`config.mk`:
```
export PLATFORM = sky130hd
export DESIGN_NAME = byte_stream_reassembler
export DESIGN_NICKNAME = d
export VERILOG_FILES = /design/src/hdl/bsr_pkg.sv /design/src/hdl/bsr_cell.sv /design/src/hdl/bsr_cell_row.sv /design/src/hdl/byte_stream_reassembler.sv
export SDC_FILE = /design/constraint.sdc
export NUM_CORES = 1
export LEC_CHECK = 0
export ABC_AREA = 1
export ABC_CLOCK_PERIOD_IN_PS = 4800
export BUFFER_PORTS_ARGS = -buffer_cell sky130_fd_sc_hd__clkbuf_2
export CAP_MARGIN = 10
export CORE_MARGIN = 2
export CORE_UTILIZATION = 33
export DETAILED_ROUTE_END_ITERATION = 10
export PLACE_DENSITY_LB_ADDON = 0.05
export SYNTH_ARGS = -nofsm -noshare
export SYNTH_HDL_FRONTEND = slang
export SYNTH_HIERARCHICAL = 1
export SYNTH_SLANG_ARGS = --single-unit
```
`constraint.sdc`:
```
create_clock -name i_clk -period 4.8 [get_ports i_clk]
set_input_delay 0.96 -clock i_clk [delete_from_list [all_inputs] [get_ports i_clk]]
set_output_delay 0.96 -clock i_clk [all_outputs]
set_load 0.02 [all_outputs]
```
`src/hdl/bsr_pkg.sv`:
```
// types and constants of the byte stream reassembler
// no dependencies; imported by the cell, the cell row, the top level and the checker
`default_nettype none

package bsr_pkg;

    localparam int BYTE_W    = 8;
    localparam int IDX_W     = 32;
    localparam int END_W     = 33;
    localparam int LEN_W     = 16;
    localparam int RD_W      = 7;
    localparam int CNT_OUT_W = 7;
    localparam int ACT_W     = 2;
    localparam int S_TDATA_W = 64;
    localparam int M_TDATA_W = 16;

    typedef enum logic [ACT_W-1:0] {
        ACT_STORE   = 2'd0,
        ACT_SEGMENT = 2'd1,
        ACT_READ    = 2'd2,
        ACT_NONE    = 2'd3
    } t_action;

    typedef enum logic [1:0] {
        ST_IDLE  = 2'b01,
        ST_FLUSH = 2'b10
    } t_state;

    // control from the sequencer to the row of cells
    typedef struct packed {
        logic              shift;
        logic              wr_en;
        logic [BYTE_W-1:0] wr_byte;
    } t_row_ctrl;

    // status from the row of cells to the sequencer
    typedef struct packed {
        logic              head_valid;
        logic              second_valid;
        logic              new_mark;
        logic [BYTE_W-1:0] head_byte;
    } t_row_stat;

endpackage

`default_nettype wire

```
`src/hdl/bsr_cell.sv`:
```
// one window cell: a valid mark and a stored byte, shifting toward the head
// uses bsr_pkg for the byte width
`default_nettype none

module bsr_cell
    import bsr_pkg::*;
(
    input  wire logic              i_clk,
    input  wire logic              i_rst_n,
    input  wire logic              i_shift,
    input  wire logic              i_wr,
    input  wire logic [BYTE_W-1:0] i_wr_byte,
    input  wire logic              i_nbr_valid,
    input  wire logic [BYTE_W-1:0] i_nbr_byte,
    output logic                   o_valid,
    output logic [BYTE_W-1:0]      o_byte,
    output logic                   o_new_mark
);

    logic              r_valid;
    logic              n_valid;
    logic [BYTE_W-1:0] r_byte;
    logic [BYTE_W-1:0] n_byte;

    always_comb begin
        n_valid = r_valid;
        n_byte  = r_byte;
        if (i_shift) begin
            n_valid = i_nbr_valid;
            n_byte  = i_nbr_byte;
        end else if (i_wr) begin
            // a repeated byte overwrites the old value
            n_valid = 1'b1;
            n_byte  = i_wr_byte;
        end
    end

    always_ff @(posedge i_clk) begin
        if (!i_rst_n) begin
            r_valid <= 1'b0;
        end else begin
            r_valid <= n_valid;
        end
    end

    always_ff @(posedge i_clk) begin
        r_byte <= n_byte;
    end

    assign o_valid    = r_valid;
    assign o_byte     = r_byte;
    assign o_new_mark = i_wr && !r_valid;

endmodule

`default_nettype wire

```
`src/hdl/bsr_cell_row.sv`:
```
// row of window cells; cell k holds the byte at next index plus k
// uses bsr_pkg and bsr_cell
`default_nettype none

module bsr_cell_row
    import bsr_pkg::*;
#(
    parameter int CAPACITY = 64
) (
    input  wire logic                        i_clk,
    input  wire logic                        i_rst_n,
    input  wire t_row_ctrl                   i_ctrl,
    input  wire logic [$clog2(CAPACITY)-1:0] i_wr_off,
    output t_row_stat                        o_stat
);

    localparam int OW = $clog2(CAPACITY);

    logic [CAPACITY-1:0] w_valid;
    logic [CAPACITY-1:0] w_new;
    logic [BYTE_W-1:0]   w_byte [CAPACITY];

    for (genvar k = 0; k < CAPACITY; k++) begin : g_cell
        logic              w_nbr_valid;
        logic [BYTE_W-1:0] w_nbr_byte;
        logic              w_sel;

        if (k == CAPACITY - 1) begin : g_tail
            // an empty slot enters at the far end of the window
            assign w_nbr_valid = 1'b0;
            assign w_nbr_byte  = '0;
        end else begin : g_body
            assign w_nbr_valid = w_valid[k+1];
            assign w_nbr_byte  = w_byte[k+1];
        end

        assign w_sel = i_ctrl.wr_en && (i_wr_off == OW'(k));

        bsr_cell u_cell (
            .i_clk       (i_clk),
            .i_rst_n     (i_rst_n),
            .i_shift     (i_ctrl.shift),
            .i_wr        (w_sel),
            .i_wr_byte   (i_ctrl.wr_byte),
            .i_nbr_valid (w_nbr_valid),
            .i_nbr_byte  (w_nbr_byte),
            .o_valid     (w_valid[k]),
            .o_byte      (w_byte[k]),
            .o_new_mark  (w_new[k])
        );
    end

    assign o_stat.head_valid   = w_valid[0];
    assign o_stat.second_valid = w_valid[1];
    assign o_stat.new_mark     = |w_new;
    assign o_stat.head_byte    = w_byte[0];

endmodule

`default_nettype wire

```
`src/hdl/byte_stream_reassembler.sv`:
```
// top level of the byte stream reassembler: sequencer, counters, output register
// uses bsr_pkg and bsr_cell_row
//
//  channel  dir  handshake                      payload
//  s_axis   in   s_axis_tvalid / s_axis_tready  tdata, tuser = action, tlast = eof_flag
//  m_axis   out  m_axis_tvalid / m_axis_tready  tdata, tuser = has_byte, tlast = last
//
// store, read and unused items and a segment item starting past the window are
// done when accepted; any other segment item then delivers its bytes, or its lone
// status result, at one byte per cycle through the row while the output is not stalled
// reset is synchronous, active low, and empties the window at once
// input waits while a delivery runs or the output register holds a stalled result
`default_nettype none

module byte_stream_reassembler
    import bsr_pkg::*;
#(
    parameter int CAPACITY = 64
) (
    input  wire logic                 i_clk,
    input  wire logic                 i_rst_n,
    input  wire logic                 s_axis_tvalid,
    output logic                      s_axis_tready,
    // data_byte[7:0], stream_index[39:8], segment_length[55:40],
    // read_count[62:56], zero[63]
    input  wire logic [S_TDATA_W-1:0] s_axis_tdata,
    // action[1:0]
    input  wire logic [ACT_W-1:0]     s_axis_tuser,
    input  wire logic                 s_axis_tlast,
    output logic                      m_axis_tvalid,
    input  wire logic                 m_axis_tready,
    // out_byte[7:0], end_of_stream[8], unassembled_count[15:9]
    output logic [M_TDATA_W-1:0]      m_axis_tdata,
    // has_byte[0]
    output logic                      m_axis_tuser,
    output logic                      m_axis_tlast
);

    localparam int CW = $clog2(CAPACITY + 1);
    localparam int OW = $clog2(CAPACITY);

    t_action           w_action;
    logic [BYTE_W-1:0] w_in_byte;
    logic [IDX_W-1:0]  w_in_index;
    logic [LEN_W-1:0]  w_in_len;
    logic [RD_W-1:0]   w_in_read;
    logic              w_in_eof;

    assign w_action   = t_action'(s_axis_tuser);
    assign w_in_byte  = s_axis_tdata[7:0];
    assign w_in_index = s_axis_tdata[39:8];
    assign w_in_len   = s_axis_tdata[55:40];
    assign w_in_read  = s_axis_tdata[62:56];
    assign w_in_eof   = s_axis_tlast;

    t_state             r_state;
    t_state             n_state;
    logic [IDX_W-1:0]   r_next;
    logic [IDX_W-1:0]   n_next;
    logic [END_W-1:0]   r_end;
    logic [END_W-1:0]   n_end;
    logic               r_end_known;
    logic               n_end_known;
    logic [CW-1:0]      r_fill;
    logic [CW-1:0]      n_fill;
    logic [CW-1:0]      r_pending;
    logic [CW-1:0]      n_pending;

    logic                 r_out_valid;
    logic                 n_out_valid;
    logic                 r_out_has;
    logic                 n_out_has;
    logic [BYTE_W-1:0]    r_out_byte;
    logic [BYTE_W-1:0]    n_out_byte;
    logic                 r_out_last;
    logic                 n_out_last;
    logic                 r_out_eos;
    logic                 n_out_eos;
    logic [CNT_OUT_W-1:0] r_out_unasm;
    logic [CNT_OUT_W-1:0] n_out_unasm;

    t_row_ctrl w_ctrl;
    t_row_stat w_stat;

    logic             w_out_free;
    logic             w_in_acc;
    logic [END_W-1:0] w_limit;
    logic [IDX_W-1:0] w_off;
    logic             w_in_win;
    logic             w_start_ok;
    logic [END_W-1:0] w_seg_end;
    logic             w_fit;
    logic             w_at_end;
    logic [IDX_W-1:0] w_next_plus;
    logic             w_at_end_after;
    logic             w_go;
    logic             w_go_more;

    assign w_out_free    = !r_out_valid || m_axis_tready;
    assign s_axis_tready = (r_state == ST_IDLE) && w_out_free;
    assign w_in_acc      = s_axis_tvalid && s_axis_tready;

    // window tests run on 33 bits and do not wrap
    assign w_limit    = {1'b0, r_next} + END_W'(CAPACITY);
    assign w_off      = w_in_index - r_next;
    assign w_in_win   = (w_in_index >= r_next) && (w_off < IDX_W'(CAPACITY));
    assign w_start_ok = {1'b0, w_in_index} <= w_limit;
    assign w_seg_end  = {1'b0, w_in_index} + END_W'(w_in_len);
    assign w_fit      = w_in_eof && (w_seg_end <= w_limit);

    assign w_at_end       = r_end_known && ({1'b0, r_next} == r_end);
    assign w_next_plus    = r_next + IDX_W'(1);
    assign w_at_end_after = r_end_known && ({1'b0, w_next_plus} == r_end);

    assign w_go      = (r_fill < CW'(CAPACITY)) && !w_at_end && w_stat.head_valid;
    assign w_go_more = (r_fill < CW'(CAPACITY - 1)) && !w_at_end_after
                       && w_stat.second_valid;

    always_comb begin
        n_state      = r_state;
        n_next       = r_next;
        n_end        = r_end;
        n_end_known  = r_end_known;
        n_fill       = r_fill;
        n_pending    = r_pending;
        n_out_valid  = r_out_valid && !m_axis_tready;
        n_out_has    = r_out_has;
        n_out_byte   = r_out_byte;
        n_out_last   = r_out_last;
        n_out_eos    = r_out_eos;
        n_out_unasm  = r_out_unasm;
        w_ctrl.shift   = 1'b0;
        w_ctrl.wr_en   = 1'b0;
        w_ctrl.wr_byte = w_in_byte;

        unique case (r_state)
            ST_IDLE: begin
                if (w_in_acc) begin
                    unique case (w_action)
                        ACT_STORE: begin
                            w_ctrl.wr_en = w_in_win;
                            if (w_stat.new_mark) begin
                                n_pending = r_pending + CW'(1);
                            end
                        end
                        ACT_SEGMENT: begin
                            if (w_start_ok) begin
                                if (w_fit) begin
                                    n_end       = w_seg_end;
                                    n_end_known = 1'b1;
                                end
                                n_state = ST_FLUSH;
                            end else begin
                                n_out_valid = 1'b1;
                                n_out_has   = 1'b0;
                                n_out_byte  = '0;
                                n_out_last  = 1'b1;
                                n_out_eos   = w_at_end;
                                n_out_unasm = CNT_OUT_W'(r_pending);
                            end
                        end
                        ACT_READ: begin
                            if (w_in_read >= RD_W'(r_fill)) begin
                                n_fill = '0;
                            end else begin
                                n_fill = CW'(RD_W'(r_fill) - w_in_read);
                            end
                            n_out_valid = 1'b1;
                            n_out_has   = 1'b0;
                            n_out_byte  = '0;
                            n_out_last  = 1'b1;
                            n_out_eos   = w_at_end;
                            n_out_unasm = CNT_OUT_W'(r_pending);
                        end
                        ACT_NONE: begin
                        end
                        default: begin
                        end
                    endcase
                end
            end
            ST_FLUSH: begin
                if (w_out_free) begin
                    n_out_valid = 1'b1;
                    if (w_go) begin
                        // status rides on the final byte, taken after this step
                        w_ctrl.shift = 1'b1;
                        n_next       = w_next_plus;
                        n_fill       = r_fill + CW'(1);
                        n_pending    = r_pending - CW'(1);
                        n_out_has    = 1'b1;
                        n_out_byte   = w_stat.head_byte;
                        n_out_last   = !w_go_more;
                        n_out_eos    = !w_go_more && w_at_end_after;
                        n_out_unasm  = w_go_more ? '0 : CNT_OUT_W'(r_pending - CW'(1));
                        if (!w_go_more) begin
                            n_state = ST_IDLE;
                        end
                    end else begin
                        // nothing deliverable for this segment: lone status
                        n_out_has   = 1'b0;
                        n_out_byte  = '0;
                        n_out_last  = 1'b1;
                        n_out_eos   = w_at_end;
                        n_out_unasm = CNT_OUT_W'(r_pending);
                        n_state     = ST_IDLE;
                    end
                end
            end
            default: begin
                n_state = ST_IDLE;
            end
        endcase
    end

    always_ff @(posedge i_clk) begin
        if (!i_rst_n) begin
            r_state     <= ST_IDLE;
            r_next      <= '0;
            r_end       <= '0;
            r_end_known <= 1'b0;
            r_fill      <= '0;
            r_pending   <= '0;
            r_out_valid <= 1'b0;
        end else begin
            r_state     <= n_state;
            r_next      <= n_next;
            r_end       <= n_end;
            r_end_known <= n_end_known;
            r_fill      <= n_fill;
            r_pending   <= n_pending;
            r_out_valid <= n_out_valid;
        end
    end

    always_ff @(posedge i_clk) begin
        r_out_has   <= n_out_has;
        r_out_byte  <= n_out_byte;
        r_out_last  <= n_out_last;
        r_out_eos   <= n_out_eos;
        r_out_unasm <= n_out_unasm;
    end

    bsr_cell_row #(
        .CAPACITY (CAPACITY)
    ) u_row (
        .i_clk    (i_clk),
        .i_rst_n  (i_rst_n),
        .i_ctrl   (w_ctrl),
        .i_wr_off (w_off[OW-1:0]),
        .o_stat   (w_stat)
    );

    assign m_axis_tvalid = r_out_valid;
    assign m_axis_tdata  = {r_out_unasm, r_out_eos, r_out_byte};
    assign m_axis_tuser  = r_out_has;
    assign m_axis_tlast  = r_out_last;

endmodule

`default_nettype wire

```
==> results of run 1 <==
## flip-flops by register name, summed over array words and instances (netlist names), 2 cells and up
name,count
u_row/g_cell.u_cell/o_byte,512
u_row/g_cell.u_cell/o_valid,64
r_end,33
r_next,32
r_out_byte,8
r_fill,7
r_out_unasm,7
r_pending,7
r_state,2
## cells by family (layout without fill, tap and decap cells)
kind of cell,count (synthesis),after routing,share of synthesized area (%)
DFF,677,677,48.1
other,1,9,0.00956
buffers and inverters,589,1183,8.33
AOI/OAI and AO/OA,287,287,3.98
xor gates and xnor gates,94,94,2.15
and+or+nand+nor,3122,3122,33.4
adders and majority gates,126,126,4.07
## power by group
group	total [mW]	internal, mW	switching, mW
sequential	6.45	6.40	0.0545
clock	6.55	3.91	2.64
combinational	1.81	0.716	1.09
total	14.8	11.0	3.79
## timing repair
item,CTS,global route
pin swaps,0,54
setup buffers,0,8
endpoints found under the setup margin,7,41
cloned,0,5
resized for setup,8,244
## per-stage QoR
step                      utilization (%)  hold slack, ns  cells  total power [mW]  cell area [µm²]
after global placement               37.5           0.450   6865              8.29            44300
after floorplan                         -           0.436   4904              7.54            39300
after global routing                 40.8           0.490   7034              15.5            48200
after CTS                            39.9           0.465   7021              15.0            47200
after detailed placement             37.5           0.457   6865              8.30            44300
final                                40.8           0.459   7034              14.8            48200
## worst register-to-register path: cells and delay by family (launching register included)
| kind | cells | cell delay (ns) |
|---|---|---|
| fa+ha+maj | 1 | 0.30 |
| flops | 1 | 0.34 |
| buf+inv | 8 | 1.03 |
| simple gates | 22 | 2.61 |
| compound gates | 2 | 0.11 |
## path summary, 6_finish.rpt
| check | endpoint | slack, ns | cells past startpoint |
|---|---|---|---|
| max reg2reg | r_pending[5]$_SDFFE_PN0P_ | 0.26 | 33 |
| min | r_end_known$_SDFFE_PN0P_ | 0.46 | 2 |
| min reg2reg | r_end_known$_SDFFE_PN0P_ | 0.46 | 2 |
| max | r_pending[5]$_SDFFE_PN0P_ | 0.26 | 33 |
## Yosys cell counts (all sizes together), types with 2 or more instances
master  instances  share of area, %
o31ai           2             0.038
fa              3              0.15
nor3b           2             0.038
edfxtp        530                41
nor3           41              0.54
o22ai          11              0.18
buf           102               2.4
a211oi          6              0.11
o211ai          3             0.057
o21a            8              0.15
and3            2             0.032
xor2           69               1.6
and2            2             0.032
a31o            2             0.045
a31oi           6             0.096
inv           476               5.8
nand3b         26              0.51
nor2          566               6.4
o21ai          85               1.1
dfxtp         147               7.5
nand3         144               1.9
ha            123               3.9
a21oi         147               1.9
nand2        2298                23
a21o            3             0.057
xnor2          24              0.54
nand4          33              0.53
nor4            5             0.080
o21bai         12              0.23
clkbuf         10             0.096
## final cells by class
cell class,instances,area [µm²],area share [%]
repair buffers,550,4260,8.84
flip-flops and latches,677,18900,39.2
clock buffers,104,2270,4.71
multi-input cells,3638,18000,37.3
well taps,1536,1920,3.99
inverters,477,2300,4.78
clock inverters,52,579,1.20
## metal layers
layer  vias up  global-route usage [%]  routed length, µm
li1      16700                       -                  -
met1     14800                    26.6              56700
met2       535                    32.5              55000
met3       134                    2.45               4360
met4         0                    4.46               2820
met5         -                       0                  0
==> load_flow_metrics.sql, run 1 <==
INSERT INTO impl_metrics (metric_group, metric, value, unit) VALUES
('run_status', 'outcome', 'finished clean', ''),
('route', 'wl_cell', '16.9', 'µm'),
('sta', 'setup_viol_count_final', '0', ''),
('grt', 'gr-usage-all-layers', '19.4', '%'),
('synth', 'synth-seq-area-share', '48.1', '%'),
('grt', 'grt_overflow', '0', ''),
('floorplanning', 'die-width', '349', 'µm'),
('sta', 'maximum_operating_frequency', '220', 'MHz'),
('power', 'ir_worst_vdd', '303', 'µV'),
('worst_setup_path', 'cpLargestDelayFamily', 'simple AND/OR/NAND/NOR gates', ''),
('synth', 'synth_edf_count', '530', ''),
('hold_path', 'hp-start', 'r_end_known$_SDFFE_PN0P_', ''),
('layout', 'layout_commonest_cell', 'nand2_1', ''),
('clocking', 'clock_tree.buffer_depth', '3', ''),
('sta', 'worstMarginPinSlew', '1.07', 'ns'),
('clocking', 'cts_buffers', '84', ''),
('worst_setup_path', 'critical_path.most_common_cell', 'nor2_1', ''),
('worst_setup_path', 'crit_path_max_fanout', '8', ''),
('power', 'power_per_cell_area', '307', 'nW/µm²'),
('clocking', 'clkTransAtPathRegs', '0.05', 'ns'),
('sta', 'final-max-slew-violation-count', '0', ''),
('floorplanning', 'die_area', '122000', 'µm²'),
('place', 'gpl_wtd_cong', '0.915', ''),
('layout', 'most-common-layout-cells', '2193 x nand2_1, 530 x edfxtp_1, 443 x buf_4, 373 x inv_1, 373 x nor2_1', ''),
('sta', 'post-route-min-period', '4.54', 'ns'),
('synth', 'postSynthRegisterBits', '677', ''),
('floorplanning', 'num_io_pins', '91', ''),
('grt', 'first_pass_grt_wire_length', '183', 'mm'),
('clocking', 'cts_hold_repair.buffers', '0', ''),
('worst_setup_path', 'crit_path_end_kind', 'register', ''),
('layout', 'num_antenna_cells', '0', ''),
('worst_setup_path', 'critPathKind', 'reg2reg', ''),
('hold_path', 'holdCritPathClass', 'reg2reg', ''),
('sta', 'skew', '0.0312', 'ns'),
('synth', 'ys_types', '53', ''),
('clocking', 'cts_tree', 'done', ''),
('synth', 'post_synth.cell_area_avg', '8.01', 'µm²'),
('worst_setup_path', 'critical_path_arrival', '5.03', 'ns'),
('worst_setup_path', 'setup.worst_path.start_class', 'register', ''),
('sta', 'fin_setup_tns', '0', 'ns'),
('place', 'dp_worst_setup_slack', '-0.878', 'ns'),
('route', 'wirelength', '119', 'mm'),
('floorplanning', 'row_count', '126', ''),
('sta', 'layout_worst_path_cycle_share', '94.6', '%'),
('route', 'drt-initial-drc-count', '2270', ''),
('synth', 'ys_warn_count', '6', ''),
('clocking', 'cts-htree-levels', '3', ''),
('route', 'postRouteAntennaNets', '0', ''),
('sta', 'finalHoldViolCount', '0', ''),
('sta', 'post-route-worst-setup-slack', '0.260', 'ns'),
('layout', 'drive_above_1_share', '21.1', '%'),
('route', 'post_detailed_route_drc_marker_count', '0', ''),
('place', 'port_buffers', '89', ''),
('job', 'cap_viol_max_count', '0', ''),
('sta', 'timing.slew.headroom', '28.7', '%'),
('grt', 'grt_start_max_net_pins', '85', ''),
('place', 'dp_hpwl', '85.8', 'mm'),
('clocking', 'worstSkewPairLatency', '0.67', 'ns'),
('worst_setup_path', 'worstPathBufferInverterCount', '8', ''),
('layout', 'flow.area_growth_from_synthesis', '22.8', '%'),
('clocking', 'clockRootBuffer', 'clkbuf_16', ''),
('route', 'num_vias', '32200', ''),
('clocking', 'clock_sinks', '677', ''),
('synth', 'syn_area', '39200', 'µm²'),
('worst_setup_path', 'crit_path_start', 'r_next[16]$_SDFFE_PN0P_', ''),
('power', 'power.leakage', '21.0', 'nW'),
('route', 'viasPerCell', '4.57', ''),
('sta', 'rsz0062_at_grt', 'yes', ''),
('floorplanning', 'design.core.area', '118000', 'µm²'),
('grt', 'via_count_of_the_first_global_routing_pass', '31100', ''),
('synth', 'synthesis.instances', '4896', ''),
('floorplanning', 'floorplan.initialDensity', '33.2', '%'),
('synth', 'postSynth.topFlopCell', 'edfxtp_1', ''),
('layout', 'final.fill_count', '12200', ''),
('grt', 'grt_antenna_before_repair', '0', ''),
('worst_setup_path', 'worst_path_largest_cell_delay', '0.34', 'ns'),
('route', 'drtPass1Iterations', '5', ''),
('layout', 'nets', '5625', ''),
('synth', 'asyncSetResetFlopFracSynth', '0', '%'),
('worst_setup_path', 'cp_data_required_time', '5.29', 'ns'),
('floorplanning', 'die_height', '349', 'µm'),
('worst_setup_path', 'critical-path-slowest-cell', 'dfxtp_1', ''),
('worst_setup_path', 'worstReg2RegStart', 'r_next[16]$_SDFFE_PN0P_', '');
No activity file was read; power rests on OpenSTA's default activity.
==> inputs of run 2 (changes only) <==
- CORE_UTILIZATION: 33 -> 58
- MAX_ROUTING_LAYER: default -> met4
==> load_flow_metrics.sql, run 2 (synthesized netlist as in run 1, its figures left out) <==
INSERT INTO impl_metrics (metric_group, metric, value, unit) VALUES
('clocking', 'clock_tree.buffer_depth', '3', ''),
('floorplanning', 'die_area', '69800', 'µm²'),
('floorplanning', 'die_height', '264', 'µm'),
('worst_setup_path', 'critical_path.most_common_cell', 'nor2_1', ''),
('sta', 'finalHoldViolCount', '0', ''),
('clocking', 'cts_buffers', '73', ''),
('sta', 'maximum_operating_frequency', '217', 'MHz'),
('layout', 'num_antenna_cells', '0', ''),
('run_status', 'outcome', 'finished clean', ''),
('clocking', 'cts_tree', 'done', ''),
('floorplanning', 'row_count', '95', ''),
('layout', 'layout_commonest_cell', 'nand2_1', ''),
('layout', 'number_of_flip_flops_under_the_largest_register_name', '512', ''),
('layout', 'multi_input_comb_area', '17800', 'µm²'),
('worst_setup_path', 'cp_data_required_time', '5.29', 'ns'),
('power', 'power.share.clock', '40.3', '%'),
('route', 'viasPerCell', '5.23', ''),
('sta', 'setup_viol_count_final', '0', ''),
('worst_setup_path', 'cpLargestDelayFamily', 'simple AND/OR/NAND/NOR gates', ''),
('layout', 'final_util', '69.4', '%'),
('grt', 'grt_start_max_net_pins', '112', ''),
('layout', 'drive_above_1_share', '19.4', '%'),
('hold_path', 'holdCritPathClass', 'reg2reg', ''),
('worst_setup_path', 'crit_path_end_kind', 'register', ''),
('worst_setup_path', 'crit_path_start', 's_axis_tdata[8]', ''),
('worst_setup_path', 'critPathKind', 'in2reg', ''),
('layout', 'ff_latch_area', '18900', 'µm²'),
('sta', 'post-route-min-period', '4.61', 'ns'),
('sta', 'skew', '0.0311', 'ns'),
('layout', 'fin_cells', '6316', ''),
('grt', 'grt_antenna_before_repair', '0', ''),
('route', 'wirelength', '108', 'mm'),
('power', 'cell_internal_pwr', '10.2', 'mW'),
('power', 'power.leakage', '20.6', 'nW'),
('power', 'p_seq_share', '47.0', '%'),
('grt', 'via_count_of_the_first_global_routing_pass', '31000', ''),
('route', 'wl_cell', '17.0', 'µm'),
('clocking', 'worstSkewPairLatency', '0.62', 'ns'),
('worst_setup_path', 'setup.worst_path.start_class', 'input pin', ''),
('sta', 'final.hold.worst_slack', '0.482', 'ns'),
('grt', 'grt_overflow', '0', ''),
('sta', 'final-max-slew-violation-count', '0', ''),
('sta', 'worstMarginPinSlew', '1.02', 'ns'),
('worst_setup_path', 'critical-path-slowest-cell', 'fa_2', ''),
('power', 'comb_power_share', '12.7', '%'),
('route', 'num_vias', '33000', ''),
('power', 'power_per_cell_area', '295', 'nW/µm²'),
('route', 'drt-initial-drc-count', '2975', ''),
('route', 'drtPass1Iterations', '6', ''),
('place', 'dp_hpwl', '76.6', 'mm'),
('clocking', 'clkTransAtPathRegs', '0.06', 'ns'),
('layout', 'nets', '5582', ''),
('worst_setup_path', 'worstReg2RegStart', 'r_state[1]$_SDFFE_PN0P_', ''),
('floorplanning', 'floorplan.initialDensity', '58.5', '%'),
('route', 'postRouteAntennaNets', '0', ''),
('clocking', 'clockRootBuffer', 'clkbuf_16', ''),
('layout', 'flow.area_growth_from_synthesis', '18.5', '%'),
('place', 'gpl_wtd_cong', '1.02', ''),
('place', 'numPlacedInstances', '6174', ''),
('floorplanning', 'die-width', '264', 'µm'),
('job', 'cap_viol_max_count', '0', ''),
('sta', 'timing.slew.headroom', '32.1', '%'),
('power', 'ir_worst_vdd', '412', 'µV'),
('sta', 'layout_worst_path_cycle_share', '96.0', '%'),
('sta', 'rsz0062_at_grt', 'yes', ''),
('floorplanning', 'design.core.area', '67000', 'µm²'),
('grt', 'gr-usage-all-layers', '31.3', '%'),
('place', 'port_buffers', '89', ''),
('worst_setup_path', 'critical_path_arrival', '5.10', 'ns'),
('worst_setup_path', 'worstPathBufferInverterCount', '8', ''),
('power', 'switching_share', '25.6', '%'),
('worst_setup_path', 'worst_path_largest_cell_delay', '0.39', 'ns'),
('grt', 'first_pass_grt_wire_length', '167', 'mm'),
('power', 'power_switching', '3.52', 'mW'),
('worst_setup_path', 'crit_path_max_fanout', '8', ''),
('route', 'post_detailed_route_drc_marker_count', '0', ''),
('power', 'finalPower', '13.7', 'mW'),
('layout', 'most-common-layout-cells', '2207 x nand2_1, 530 x edfxtp_1, 405 x buf_4, 392 x inv_1, 378 x nor2_1', ''),
('clocking', 'clock_sinks', '677', ''),
('floorplanning', 'num_io_pins', '91', ''),
('layout', 'final.fill_count', '5454', ''),
('clocking', 'cts-htree-levels', '3', ''),
('hold_path', 'hp-start', 'r_end_known$_SDFFE_PN0P_', ''),
('clocking', 'cts_hold_repair.buffers', '0', '');
## run 2: changes by cell type in the layout (fill, tap and decap cells not counted), sizes merged
| cell | previous run | this run |
|---|---|---|
| bufinv | 10 | 2 |
| clkinv | 36 | 26 |
| clkinvlp | 4 | 5 |
| inv | 479 | 476 |
| buf | 467 | 436 |
| clkbuf | 187 | 183 |
## run 2: power groups by stage
stage | clock network [mW] | logic, mW | registers [mW]
final | 5.52 | 1.74 | 6.45
after floorplan | 0 | 0.937 | 6.61
after CTS | 5.60 | 1.66 | 6.45
after global placement | 0 | 1.61 | 6.57
after detailed placement | 0 | 1.64 | 6.58
after global routing | 5.82 | 1.94 | 6.46
## run 2: timing repair
action	CTS	global route
cloned	0	4
resized for setup	4	164
endpoints found under the setup margin	7	7
setup buffers	0	5
pin swaps	0	33
## run 2: final cells by class
type / count / area share (%)
clock buffers: 101 / 4.42
flip-flops and latches: 677 / 40.6
repair buffers: 518 / 8.82
multi-input cells: 3638 / 38.3
inverters: 477 / 4.91
clock inverters: 32 / 0.681
well taps: 873 / 2.35
## run 2: stage by stage
stage                     area [µm²]  worst slack, ns  setup TNS [ns]
after floorplan                39300           0.0342               0
after global placement         43300           -0.600           -6.30
after detailed placement       43300           -0.675           -7.25
after CTS                      45700           0.0418               0
after global routing           46500          -0.0601          -0.347
final                          46500            0.191               0
## run 2: per-layer routing
metal	global-route usage, %	wire length (µm)
met1	41.8	47100
met2	48.7	48800
met3	5.53	7950
met4	10.5	3790
met5	-	0
## run 2: final timing paths
kind / endpoint / slack (ns) / cells after the start
setup / recovery: r_pending[3]$_SDFFE_PN0P_ / 0.19 / 35
hold / removal: r_end_known$_SDFFE_PN0P_ / 0.48 / 2
setup reg to reg: r_pending[3]$_SDFFE_PN0P_ / 0.24 / 32
hold reg to reg: r_end_known$_SDFFE_PN0P_ / 0.48 / 2
## run 2: worst register-to-register path: cells and delay by family (launching register included)
kind	cells	cell delay, ns
fa+ha+maj	1	0.24
flops	1	0.31
buf+inv	7	0.92
simple gates	20	2.53
compound gates	4	0.44
